[src/rtl/ale_pkg.sv]
package ale_pkg;

    // Fixed number of entries in the element store.
    localparam int CAPACITY = 128;
    // Address width of the store and width of the list length.
    localparam int AW = (CAPACITY > 1) ? $clog2(CAPACITY) : 1;
    localparam int LW = $clog2(CAPACITY + 1);
    // Width used to compare an 8-bit position against the length without overflow.
    localparam int CW = ((LW > 8) ? LW : 8) + 1;

    typedef enum logic [2:0] {
        OP_GET    = 3'd0,
        OP_LOCATE = 3'd1,
        OP_PRIOR  = 3'd2,
        OP_NEXT   = 3'd3,
        OP_INSERT = 3'd4,
        OP_DELETE = 3'd5,
        OP_CLEAR  = 3'd6,
        OP_APPEND = 3'd7
    } op_t;

    typedef enum logic [1:0] {
        ST_OK        = 2'd0,
        ST_BAD_POS   = 2'd1,
        ST_FULL      = 2'd2,
        ST_NOT_FOUND = 2'd3
    } status_t;

    // Access of the sequencer to the element store.
    typedef struct packed {
        logic          we;
        logic [AW-1:0] waddr;
        logic [31:0]   wdata;
        logic          re;
        logic [AW-1:0] raddr;
    } ram_req_t;

    // One finished result.
    typedef struct packed {
        status_t     status;
        logic [31:0] value_out;
        logic [7:0]  found_position;
        logic [7:0]  count;
        logic        is_empty;
    } result_t;

endpackage

[src/rtl/ale_ram.sv]
module ale_ram #(
    parameter int DEPTH = 128,
    parameter int WIDTH = 32,
    parameter int ABITS = (DEPTH > 1) ? $clog2(DEPTH) : 1
) (
    input  logic             aclk,
    input  logic             we,
    input  logic [ABITS-1:0] waddr,
    input  logic [WIDTH-1:0] wdata,
    input  logic             re,
    input  logic [ABITS-1:0] raddr,
    output logic [WIDTH-1:0] rdata
);

    logic [WIDTH-1:0] mem [DEPTH];

    always_ff @(posedge aclk) begin
        if (we) begin
            mem[waddr] <= wdata;
        end
    end

    always_ff @(posedge aclk) begin
        if (re) begin
            rdata <= mem[raddr];
        end
    end

endmodule

[src/rtl/ale_seq.sv]
module ale_seq
    import ale_pkg::*;
(
    input  logic        aclk,
    input  logic        aresetn,
    input  logic        in_valid,
    output logic        in_ready,
    input  op_t         in_op,
    input  logic [7:0]  in_pos,
    input  logic [31:0] in_val,
    output ram_req_t    ram,
    input  logic [31:0] rdata,
    input  logic        out_free,
    output logic        res_valid,
    output result_t     res
);

    typedef enum logic [3:0] {
        S_IDLE  = 4'b0001,
        S_RUN   = 4'b0010,
        S_WRITE = 4'b0100,
        S_DONE  = 4'b1000
    } state_t;

    state_t        state_reg, state_next;
    op_t           op_reg, op_next;
    logic [31:0]   val_reg, val_next;
    logic [LW-1:0] len_reg, len_next;
    logic [LW-1:0] len_new_reg, len_new_next;
    logic [AW-1:0] cnt_reg, cnt_next;
    logic [AW-1:0] first_reg, first_next;
    logic [AW-1:0] last_reg, last_next;
    logic [AW-1:0] tag_reg, tag_next;
    logic [AW-1:0] wa_reg, wa_next;
    logic          iss_reg, iss_next;
    logic          pend_reg, pend_next;
    logic [31:0]   prev_reg, prev_next;
    status_t       st_reg, st_next;
    logic [31:0]   vout_reg, vout_next;
    logic [7:0]    fpos_reg, fpos_next;

    logic [CW-1:0] pos_w, len_w;
    logic          pos_ok_rd, pos_ok_ins, full;
    logic [AW-1:0] pm1, lm1;

    assign pos_w      = CW'(in_pos);
    assign len_w      = CW'(len_reg);
    assign pos_ok_rd  = (pos_w != '0) && (pos_w <= len_w);
    assign pos_ok_ins = (pos_w != '0) && (pos_w <= len_w + CW'(1));
    assign full       = (len_reg == LW'(CAPACITY));
    assign pm1        = AW'(pos_w - CW'(1));
    assign lm1        = AW'(len_reg - LW'(1));

    assign in_ready = (state_reg == S_IDLE);

    always_comb begin
        state_next   = state_reg;
        op_next      = op_reg;
        val_next     = val_reg;
        len_next     = len_reg;
        len_new_next = len_new_reg;
        cnt_next     = cnt_reg;
        first_next   = first_reg;
        last_next    = last_reg;
        wa_next      = wa_reg;
        iss_next     = iss_reg;
        prev_next    = prev_reg;
        st_next      = st_reg;
        vout_next    = vout_reg;
        fpos_next    = fpos_reg;
        ram          = '0;
        res_valid    = 1'b0;
        res          = '0;

        case (state_reg)
            S_IDLE: begin
                if (in_valid) begin
                    op_next      = in_op;
                    val_next     = in_val;
                    len_new_next = len_reg;
                    st_next      = ST_OK;
                    vout_next    = '0;
                    fpos_next    = '0;
                    state_next   = S_DONE;
                    case (in_op)
                        OP_GET: begin
                            if (!pos_ok_rd) begin
                                st_next = ST_BAD_POS;
                            end else begin
                                cnt_next   = pm1;
                                first_next = pm1;
                                last_next  = pm1;
                                iss_next   = 1'b1;
                                state_next = S_RUN;
                            end
                        end
                        OP_LOCATE, OP_PRIOR, OP_NEXT: begin
                            st_next = ST_NOT_FOUND;
                            if (len_reg != '0) begin
                                cnt_next   = '0;
                                first_next = '0;
                                last_next  = lm1;
                                iss_next   = 1'b1;
                                state_next = S_RUN;
                            end
                        end
                        OP_INSERT: begin
                            if (!pos_ok_ins) begin
                                st_next = ST_BAD_POS;
                            end else if (full) begin
                                st_next = ST_FULL;
                            end else begin
                                len_new_next = len_reg + LW'(1);
                                wa_next      = pm1;
                                if (pos_w == len_w + CW'(1)) begin
                                    state_next = S_WRITE;
                                end else begin
                                    // Shift from the top element down to the position.
                                    cnt_next   = lm1;
                                    first_next = lm1;
                                    last_next  = pm1;
                                    iss_next   = 1'b1;
                                    state_next = S_RUN;
                                end
                            end
                        end
                        OP_DELETE: begin
                            if (!pos_ok_rd) begin
                                st_next = ST_BAD_POS;
                            end else begin
                                len_new_next = len_reg - LW'(1);
                                cnt_next     = pm1;
                                first_next   = pm1;
                                last_next    = lm1;
                                iss_next     = 1'b1;
                                state_next   = S_RUN;
                            end
                        end
                        OP_CLEAR: begin
                            len_new_next = '0;
                        end
                        default: begin
                            if (full) begin
                                st_next = ST_FULL;
                            end else begin
                                wa_next      = AW'(len_reg);
                                len_new_next = len_reg + LW'(1);
                                state_next   = S_WRITE;
                            end
                        end
                    endcase
                end
            end

            S_RUN: begin
                // Read stream: one element address per cycle.
                if (iss_reg) begin
                    ram.re    = 1'b1;
                    ram.raddr = cnt_reg;
                    if (cnt_reg == last_reg) begin
                        iss_next = 1'b0;
                    end else if (op_reg == OP_INSERT) begin
                        cnt_next = cnt_reg - AW'(1);
                    end else begin
                        cnt_next = cnt_reg + AW'(1);
                    end
                end
                // Data of the read issued in the previous cycle.
                if (pend_reg) begin
                    prev_next = rdata;
                    case (op_reg)
                        OP_GET: begin
                            vout_next = rdata;
                        end
                        OP_LOCATE: begin
                            if (rdata == val_reg) begin
                                st_next    = ST_OK;
                                fpos_next  = 8'(LW'(tag_reg) + LW'(1));
                                iss_next   = 1'b0;
                                state_next = S_DONE;
                            end
                        end
                        OP_PRIOR: begin
                            if (tag_reg != '0 && rdata == val_reg) begin
                                st_next   = ST_OK;
                                vout_next = prev_reg;
                            end
                        end
                        OP_NEXT: begin
                            if (tag_reg != '0 && prev_reg == val_reg) begin
                                st_next   = ST_OK;
                                vout_next = rdata;
                            end
                        end
                        OP_INSERT: begin
                            ram.we    = 1'b1;
                            ram.waddr = tag_reg + AW'(1);
                            ram.wdata = rdata;
                        end
                        OP_DELETE: begin
                            if (tag_reg == first_reg) begin
                                vout_next = rdata;
                            end else begin
                                ram.we    = 1'b1;
                                ram.waddr = tag_reg - AW'(1);
                                ram.wdata = rdata;
                            end
                        end
                        default: begin
                        end
                    endcase
                    if (tag_reg == last_reg) begin
                        iss_next   = 1'b0;
                        state_next = (op_reg == OP_INSERT) ? S_WRITE : S_DONE;
                    end
                end
            end

            S_WRITE: begin
                ram.we     = 1'b1;
                ram.waddr  = wa_reg;
                ram.wdata  = val_reg;
                state_next = S_DONE;
            end

            S_DONE: begin
                if (out_free) begin
                    res_valid          = 1'b1;
                    res.status         = st_reg;
                    res.value_out      = vout_reg;
                    res.found_position = fpos_reg;
                    res.count          = 8'(len_new_reg);
                    res.is_empty       = (len_new_reg == '0);
                    len_next           = len_new_reg;
                    state_next         = S_IDLE;
                end
            end

            default: begin
                state_next = S_IDLE;
            end
        endcase

        pend_next = ram.re;
        tag_next  = ram.re ? ram.raddr : tag_reg;
    end

    always_ff @(posedge aclk) begin
        if (!aresetn) begin
            state_reg   <= S_IDLE;
            len_reg     <= '0;
            len_new_reg <= '0;
            iss_reg     <= 1'b0;
            pend_reg    <= 1'b0;
        end else begin
            state_reg   <= state_next;
            len_reg     <= len_next;
            len_new_reg <= len_new_next;
            iss_reg     <= iss_next;
            pend_reg    <= pend_next;
        end
    end

    always_ff @(posedge aclk) begin
        op_reg    <= op_next;
        val_reg   <= val_next;
        cnt_reg   <= cnt_next;
        first_reg <= first_next;
        last_reg  <= last_next;
        tag_reg   <= tag_next;
        wa_reg    <= wa_next;
        prev_reg  <= prev_next;
        st_reg    <= st_next;
        vout_reg  <= vout_next;
        fpos_reg  <= fpos_next;
    end

endmodule

[src/rtl/array_list_engine_unit.sv]
// Array list engine: keeps an ordered list of signed 32-bit values (up to
// CAPACITY entries, 128 as built) in a single on-chip memory, plus its
// length. Each input word carries an opcode, a 1-based position and a value,
// and produces exactly one result word, in order. One word is worked on at a
// time, and get, locate, prior, next, insert and delete stream through the
// memory at one element per cycle, limited by its single read port and
// single write port; locate stops at the first match. A finished result
// sits in an output register, so the next word is taken while the previous
// result still waits. The shift of insert and delete never reads and writes
// the same entry in one cycle, so no forwarding is needed. The store's
// contents are not cleared at reset; only entries below the list length are
// ever read.
module array_list_engine_unit
    import ale_pkg::*;
(
    input  logic        aclk,
    input  logic        aresetn,
    // Input words. s_tdata fields from bit 0: opcode[2:0], position[10:3],
    // value[42:11]; bits 47:43 are zero.
    input  logic        s_tvalid,
    output logic        s_tready,
    input  logic [47:0] s_tdata,
    // Result words. m_tdata fields from bit 0: status[1:0], value_out[33:2],
    // found_position[41:34], count[49:42], is_empty[50]; bits 55:51 are zero.
    output logic        m_tvalid,
    input  logic        m_tready,
    output logic [55:0] m_tdata
);

    ram_req_t    ram;
    logic [31:0] rdata;
    logic        res_valid;
    result_t     res;
    logic        out_free;

    logic        out_valid_reg, out_valid_next;
    result_t     out_data_reg, out_data_next;

    // The output register can take a new result when it is empty or is being
    // drained in this cycle.
    assign out_free = !out_valid_reg || m_tready;

    ale_seq u_seq (
        .aclk      (aclk),
        .aresetn   (aresetn),
        .in_valid  (s_tvalid),
        .in_ready  (s_tready),
        .in_op     (op_t'(s_tdata[2:0])),
        .in_pos    (s_tdata[10:3]),
        .in_val    (s_tdata[42:11]),
        .ram       (ram),
        .rdata     (rdata),
        .out_free  (out_free),
        .res_valid (res_valid),
        .res       (res)
    );

    ale_ram #(
        .DEPTH (CAPACITY),
        .WIDTH (32),
        .ABITS (AW)
    ) u_ram (
        .aclk  (aclk),
        .we    (ram.we),
        .waddr (ram.waddr),
        .wdata (ram.wdata),
        .re    (ram.re),
        .raddr (ram.raddr),
        .rdata (rdata)
    );

    always_comb begin
        out_valid_next = out_valid_reg;
        out_data_next  = out_data_reg;
        if (res_valid) begin
            out_valid_next = 1'b1;
            out_data_next  = res;
        end else if (m_tready) begin
            out_valid_next = 1'b0;
        end
    end

    always_ff @(posedge aclk) begin
        if (!aresetn) begin
            out_valid_reg <= 1'b0;
        end else begin
            out_valid_reg <= out_valid_next;
        end
    end

    always_ff @(posedge aclk) begin
        out_data_reg <= out_data_next;
    end

    assign m_tvalid = out_valid_reg;
    assign m_tdata  = {5'd0,
                       out_data_reg.is_empty,
                       out_data_reg.count,
                       out_data_reg.found_position,
                       out_data_reg.value_out,
                       out_data_reg.status};

endmodule

[config.mk]
export PLATFORM = sky130hd
export DESIGN_NAME = array_list_engine_unit
export DESIGN_NICKNAME = d
export VERILOG_FILES = /design/src/rtl/ale_pkg.sv /design/src/rtl/ale_ram.sv /design/src/rtl/ale_seq.sv /design/src/rtl/array_list_engine_unit.sv
export SDC_FILE = /design/constraint.sdc
export NUM_CORES = 2
export LEC_CHECK = 0
export BUFFER_PORTS_ARGS = -buffer_cell sky130_fd_sc_hd__buf_2
export CORE_MARGIN = 2
export CORE_UTILIZATION = 50
export CTS_CLUSTER_DIAMETER = 100
export CTS_CLUSTER_SIZE = 28
export DETAILED_ROUTE_END_ITERATION = 10
export PLACE_DENSITY = 0.61
export SYNTH_ARGS = -nofsm -noshare
export SYNTH_HDL_FRONTEND = slang
export SYNTH_SLANG_ARGS = --single-unit
export TNS_END_PERCENT = 50
[constraint.sdc]
create_clock -name aclk -period 5 [get_ports aclk]
set_clock_uncertainty 0.1 [all_clocks]
set_input_delay 0 -clock aclk [delete_from_list [all_inputs] [get_ports aclk]]
set_output_delay 0 -clock aclk [all_outputs]
set_load 0.1 [all_outputs]
; ---- After elaboration in Yosys (flattened, before gate mapping)
; Memories as Yosys holds them, arrays and structs flattened. A register that Yosys moved wholly into a read port is not among the register bits.
; Index checks and enable logic that the tools add are counted.
[word_totals]
ff_bits = 218
mem_bits_rw = 4096
inputBits = 52
output_inout_bits = 58
word_cells = 207
memories = 1
[classes]
addsub = 9
order_cmp = 2
n_eq_ne = 50
n_mux = 89
n_bitwise = 2
n_reduce_logical = 32
[mem_list]
columns = memory, depth, width, read_ports, rd_ports_with_merged_regs, wr, line
row1 = u_ram.mem, 128, 32, 1, 1, 1, ale_ram.sv:15  ; logic [WIDTH-1:0] mem [DEPTH];
[op_table]
columns = operator, n
row1 = 2-to-1 mux 32 bit, 5
row2 = one-hot mux 40 bit (2 select lines), 2
row3 = one-hot mux 32 bit (4 select lines), 1
row4 = 2-to-1 mux 7 bit, 17
row5 = 2-to-1 mux 40 bit, 2
row6 = 2-to-1 mux 8 bit, 9
row7 = equality test 32 bit, 2
row8 = one-hot mux 32 bit (2 select lines), 1
row9 = 2-to-1 mux 4 bit, 12
row10 = one-hot mux 4 bit (4 select lines), 2
row11 = one-hot mux 8 bit (4 select lines), 1
row12 = one-hot mux 7 bit (2 select lines), 2
row13 = one-hot mux 7 bit (4 select lines), 1
row14 = "!= test 3 x 2 -> 1 bit, second input constant", 8
row15 = equality test 7 bit, 3
row16 = one-hot mux 7 bit (3 select lines), 1
row17 = "subtractor 7 x 1 -> 7 bit, second input constant", 3
row18 = 2-to-1 mux 1 bit, 19
row19 = "!= test 2 x 1 -> 1 bit, second input constant", 8
row20 = one-hot mux 8 bit (2 select lines), 1
row21 = AND reduction 8 bit, 2
row22 = "equality test 3 bit, second input constant", 5
row23 = AND reduction 5 bit, 3
row24 = "adder 7 x 1 -> 7 bit, second input constant", 2
row25 = 47 further kinds, 72

; ---- Depth between registers and ports, before layout
[depth]
depth_word = 8
mapped_depth = 15
ltp_nobuf = 13

; ---- Hierarchy
; Synthesis repeated with hierarchy kept, for this count alone.
[unflattened]
hier_cells = 6983
area_unflattened_um2 = 167874.8
[modules_own_cells]
columns = module, n_inst, cells_per_inst, area_each_um2
row1 = ale_ram, 1, 5983, 156533.9
row2 = ale_seq, 1, 939, 9719.3
row3 = array_list_engine_unit, 1, 61, 1621.6

; ---- Least setup slack after synthesis
; OpenSTA, ideal clock, no wires.
[synth_path]
kind = register to register
startpoint = reg u_seq.tag_reg[0]
endpoint = mem u_ram.mem[81][0] (enable)
setup_time_ns = 0.421
arrival_time_ns = 3.984
required_time_ns = 4.479
slack_ns = 0.495
path_stages_with_launch = 12
cell_sequence = edfxtp_1 -> clkbuf_1 -> inv_1 -> ha_1 -> or4b_2 -> nor3_1 -> nor2_1 -> o22a_1 -> o21ai_0 -> nor2b_1 -> nand2_1 -> nor2_1
[synth_between]
elab_chain_len = 7
[synth_lines]
columns = item, line
row1 = "start, declared", ale_seq.sv:33  ; logic [AW-1:0] tag_reg, tag_next;
row2 = "start signal, assigned", ale_seq.sv:270  ; tag_reg <= tag_next;
row3 = "parallel branches: the longest is 2 deep, another holds subtractor 7 x 1 -> 7 bit", -
row4 = one-hot mux 40 bit (2 select lines) *, ale_seq.sv:171  ; case (op_reg)
row5 = 2-to-1 mux 40 bit *, ale_seq.sv:169  ; if (pend_reg) begin
row6 = one-hot mux 40 bit (2 select lines) *, ale_seq.sv:75  ; case (state_reg)
row7 = 2-to-1 mux 1 bit, ale_ram.sv:18  ; if (we) begin
row8 = 2-to-1 mux 1 bit (implied by the code), ale_ram.sv:19  ; mem[waddr] <= wdata;
row9 = "end, declared", ale_ram.sv:15
; Every way passes the cells marked *.

; ---- Final worst setup path
[layout_path]
startpoint = reg u_seq.state_reg[0]
endpoint = reg u_ram.rdata[4], read port of u_ram.mem (data pin)
[layout_between]
elab_chain_len = 2
[layout_lines]
columns = item, line
row1 = "start, declared", ale_seq.sv:25  ; state_t state_reg, state_next;
row2 = "start signal, assigned", ale_seq.sv:256  ; state_reg <= state_next;
row3 = equality test 4 x 2 -> 1 bit, ale_seq.sv:75
row4 = 2-to-1 mux 8 bit, ale_seq.sv:75
row5 = "end, declared", ale_ram.sv:12  ; output logic [WIDTH-1:0] rdata
; No other way between the ends.
; A chain may end at the register's enable or synchronous reset.

==> results.yml <==
status:
  outcome: "finished clean"
job:
  cap_violations: 0
global_routing:
  grt_pass1_wl_mm: 723
  grt_max_degree: 129
  grt.total_usage_pct: 29.8
  top_usage_layer: "met2"
  globalRouteMet3Util_pct: 6.30
  met1_usage_pct: 41.8
  grt_overflow: 0
  grt_util_met2_pct: 46.0
  grt_pass1_vias: 94428
  antenna_found_initial: 38
placement:
  dp_slack_ps: 1.04
  place_hpwl_mm: 315
  gp_congestion: 0.914
  port_buffers: 99
  place_area_sq_mm: 0.181
power:
  leakage_nw: 52.6
  ir_drop_mv: 0.274
  swShare_pct: 19.8
  pwr-share-comb_pct: 1.3
  seqPwrFrac_pct: 68.3
  powerDensity_mw_per_mm2: 311
  p_int_mw: 46.6
  p_sw_mw: 11.5
  clkPwrFrac_pct: 30.4
route:
  drcViolationCount: 0
  num_vias: 100707
  ant_nets: 0
  route.detailed.wl_per_inst_microns: 33.1
  wirelength_mm: 521
  dr.pass1.iters: 8
  viasPerCell: 6.40
  dr.first_iter.drc_count: 14648
floorplanning:
  initial_core_util_pct: 50.3
  num_rows: 213
  core_region_area_sq_mm: 0.337
  dieArea_sq_mm: 0.344
  io-pin-count: 110
  die-width_microns: 586
  chipHeight_microns: 586
synthesis:
  ys.flop_type: "edfxtp_1"
  synth-adder-area-share_pct: 0.218
  ys_types: 77
  syn-cell-area_sq_mm: 0.170
  synth-simple-area-share_pct: 7.52
  synth-compound-area-share_pct: 6.60
  synth_edf_count: 4323
  async_flop_share_pct: 0
  synth_area_per_cell_sq_um: 15.6
  synth-xor-area-share_pct: 0.599
  synth_top_family_by_area: "simple AND/OR/NAND/NOR gates"
  muxShareOfSynthArea_pct: 6.27
  synth_warnings: 0
  synth-seq-cells: 4346
  ys_seq_area_share_pct: 76.9
  syn-instance-count: 10876
critical_path:
  criticalPathCategory: "reg -> reg"
  start_kind: "register"
  worst_ep_arrival_time_ps: 5400
  cp.required_ps: 5560
  endpoint_kind: "register"
  path_max_fanout: 65
timing:
  period_share_pct: 96.9
  max_slew_margin_pct: 8.56
  fmax_ghz: 0.206
  tns_ps: 0
  setup_viol: 0
  fin_ws_ps: 157
  worst_slew_pin_slew_ps: 1370
  rsz0062_at_grt: "no"
  slew_violations: 0
  finalCriticalPeriod_ps: 4840
  hold_viol_final: 0
finish:
  fin_area_sq_mm: 0.187
  largest_register_ffs: 4096
  nets: 11272
  final_core_util_pct: 55.4
  synthToLayoutAreaGrowth_pct: 10.3
  drive_gt1_share_pct: 10.3
  regMostFlops: "u_ram.mem"
  nFillCells: 26174
clocking:
  cts.sinks: 4346
  htree_num_levels: 4
  numCtsBuffers: 180
  tritoncts: "done"
  cts.clk_slew.worst_paths_ps: 110
  clock_latency_ps: 980
  postCtsSetupBuffers: 0
  cts_buffer_depth: 4
  cts-root-buf: "clkbuf_16"
hold_path:
  hold_class: "in -> reg"
-- cells in the mapped netlist, drive strengths merged, types with 22 or more instances --
library cell  count  area, sq um
xnor2            77          674
nand3           483         2420
o22ai           360         2250
a32o             26          260
nand4            47          294
ha               28          350
a221oi           31          297
xor2             39          342
o221ai           35          307
edfxtp         4323       130000
a31oi            48          300
o31ai            33          248
a22oi            22          165
nor4            115          726
mux2i          1059        10600
a222oi           37          370
dfxtp            23          460
and3             53          332
nor3             84          420
nor2            242          908
nand2          1759         6600
o21ai           149          746
a22o             33          289
o2111ai         163         1430
clkbuf          288         1080
a21oi           530         2650
and2             56          350
buf             393         2100
a2111oi          71          639
a32oi            40          350
inv              26         97.6
or4              32          240
-- power groups by stage --
stage | clock network, mW | registers (mW) | logic [mW]
after floorplan | 0 | 40.5 | 0.409
after global placement | 0 | 40.5 | 0.676
after detailed placement | 0 | 40.5 | 0.686
after CTS | 17.9 | 39.7 | 0.745
after global routing | 19.0 | 39.7 | 0.802
final | 17.6 | 39.7 | 0.755
-- per-stage QoR --
step | total power, mW | hold WS [ps] | std cells
5_1_grt | 59.5 | 93.0 | 15739
2_1_floorplan | 40.9 | -1.13 | 10880
3_5_place_dp | 41.2 | 78.1 | 15434
4_1_cts | 58.3 | 1.47 | 15736
6_report | 58.1 | 75.6 | 15746
3_3_place_gp | 41.2 | 79.4 | 15432
-- what timing repair did --
action,in CTS,in global routing
hold buffers,90,0
setup endpoints to repair,1,1
gates resized for setup,1,1
endpoints found under the hold margin,146,0
-- cell usage in the layout (no fill, tap or decap), types with 23 or more instances in the layout --
cell,netlist,routed
buf_2,225,100
a21oi_1,530,529
and2_1,56,56
clkbuf_16,0,183
nand4_1,47,47
nand2_1,1759,1750
dlygate4sd3_1,0,90
and3_1,53,50
ha_1,28,28
nor4_1,114,110
nor3_1,84,80
or4_1,32,32
mux2i_1,1059,1059
buf_12,0,195
a32o_1,26,26
nor2_1,242,108
dfxtp_1,23,23
nand3_1,482,482
a31oi_1,48,47
a221oi_1,27,27
o31ai_1,33,30
buf_4,59,425
a222oi_1,37,37
edfxtp_1,4323,4323
nor2_4,0,129
o21ai_0,137,135
xor2_1,39,39
o221ai_1,35,35
o22ai_1,360,360
a2111oi_0,61,52
xnor2_1,77,77
a22o_4,0,32
a32oi_1,40,40
o2111ai_1,163,163
-- routing by layer --
metal  routed length, microns  vias to the layer above
li1                         -                    42451
met1                   205000                    52059
met2                   237000                     5428
met3                    56400                      757
met4                    22800                       12
met5                       83                        -
-- cell type report --
type	count	area (sq um)	share of cell area [%]
Sequential cell	4346	130000	69.7
Multi-Input combinational cell	5825	37500	20.0
Timing Repair Buffer	810	8500	4.55
Tap cell	4515	5650	3.02
Clock buffer	187	4590	2.46
Clock inverter	25	293	0.157
Inverter	28	121	0.0649
Antenna cell	10	25.0	0.0134
-- worst max-delay path, cell delays in order, from the launching register on --
cell and delay (ps):
dfxtp_1 410, and2b_1 440, nand3_4 230, inv_16 420, buf_4 400, buf_4 270
mux2i_1 130, a222oi_1 690, nand4b_1 380, a2111oi_1 920
-- final timing paths --
kind	startpoint	endpoint	slack (ps)	depth (start not counted)
setup / recovery	u_seq.state_reg[0]	u_ram.rdata[4]	160	9
hold / removal	s_tdata[2]	u_seq.st_reg[1]	80	5
setup reg to reg	u_seq.state_reg[0]	u_ram.rdata[4]	160	9
hold reg to reg	u_seq.len_new_reg[5]	u_seq.len_new_reg[5]	420	2
-- cells by family (layout without fill, tap and decap cells) --
kind of cell	Yosys count	in the layout
AO/OA/AOI/OAI	1681	1681
XOR/XNOR	116	116
adder cells (fa/ha/maj)	29	29
flip-flops	4346	4346
other	1	15
buffers and inverters	709	1050
AND/OR/NAND/NOR	2933	2933
multiplexers	1061	1061
Note: power is estimated with default switching activity, not from simulation.
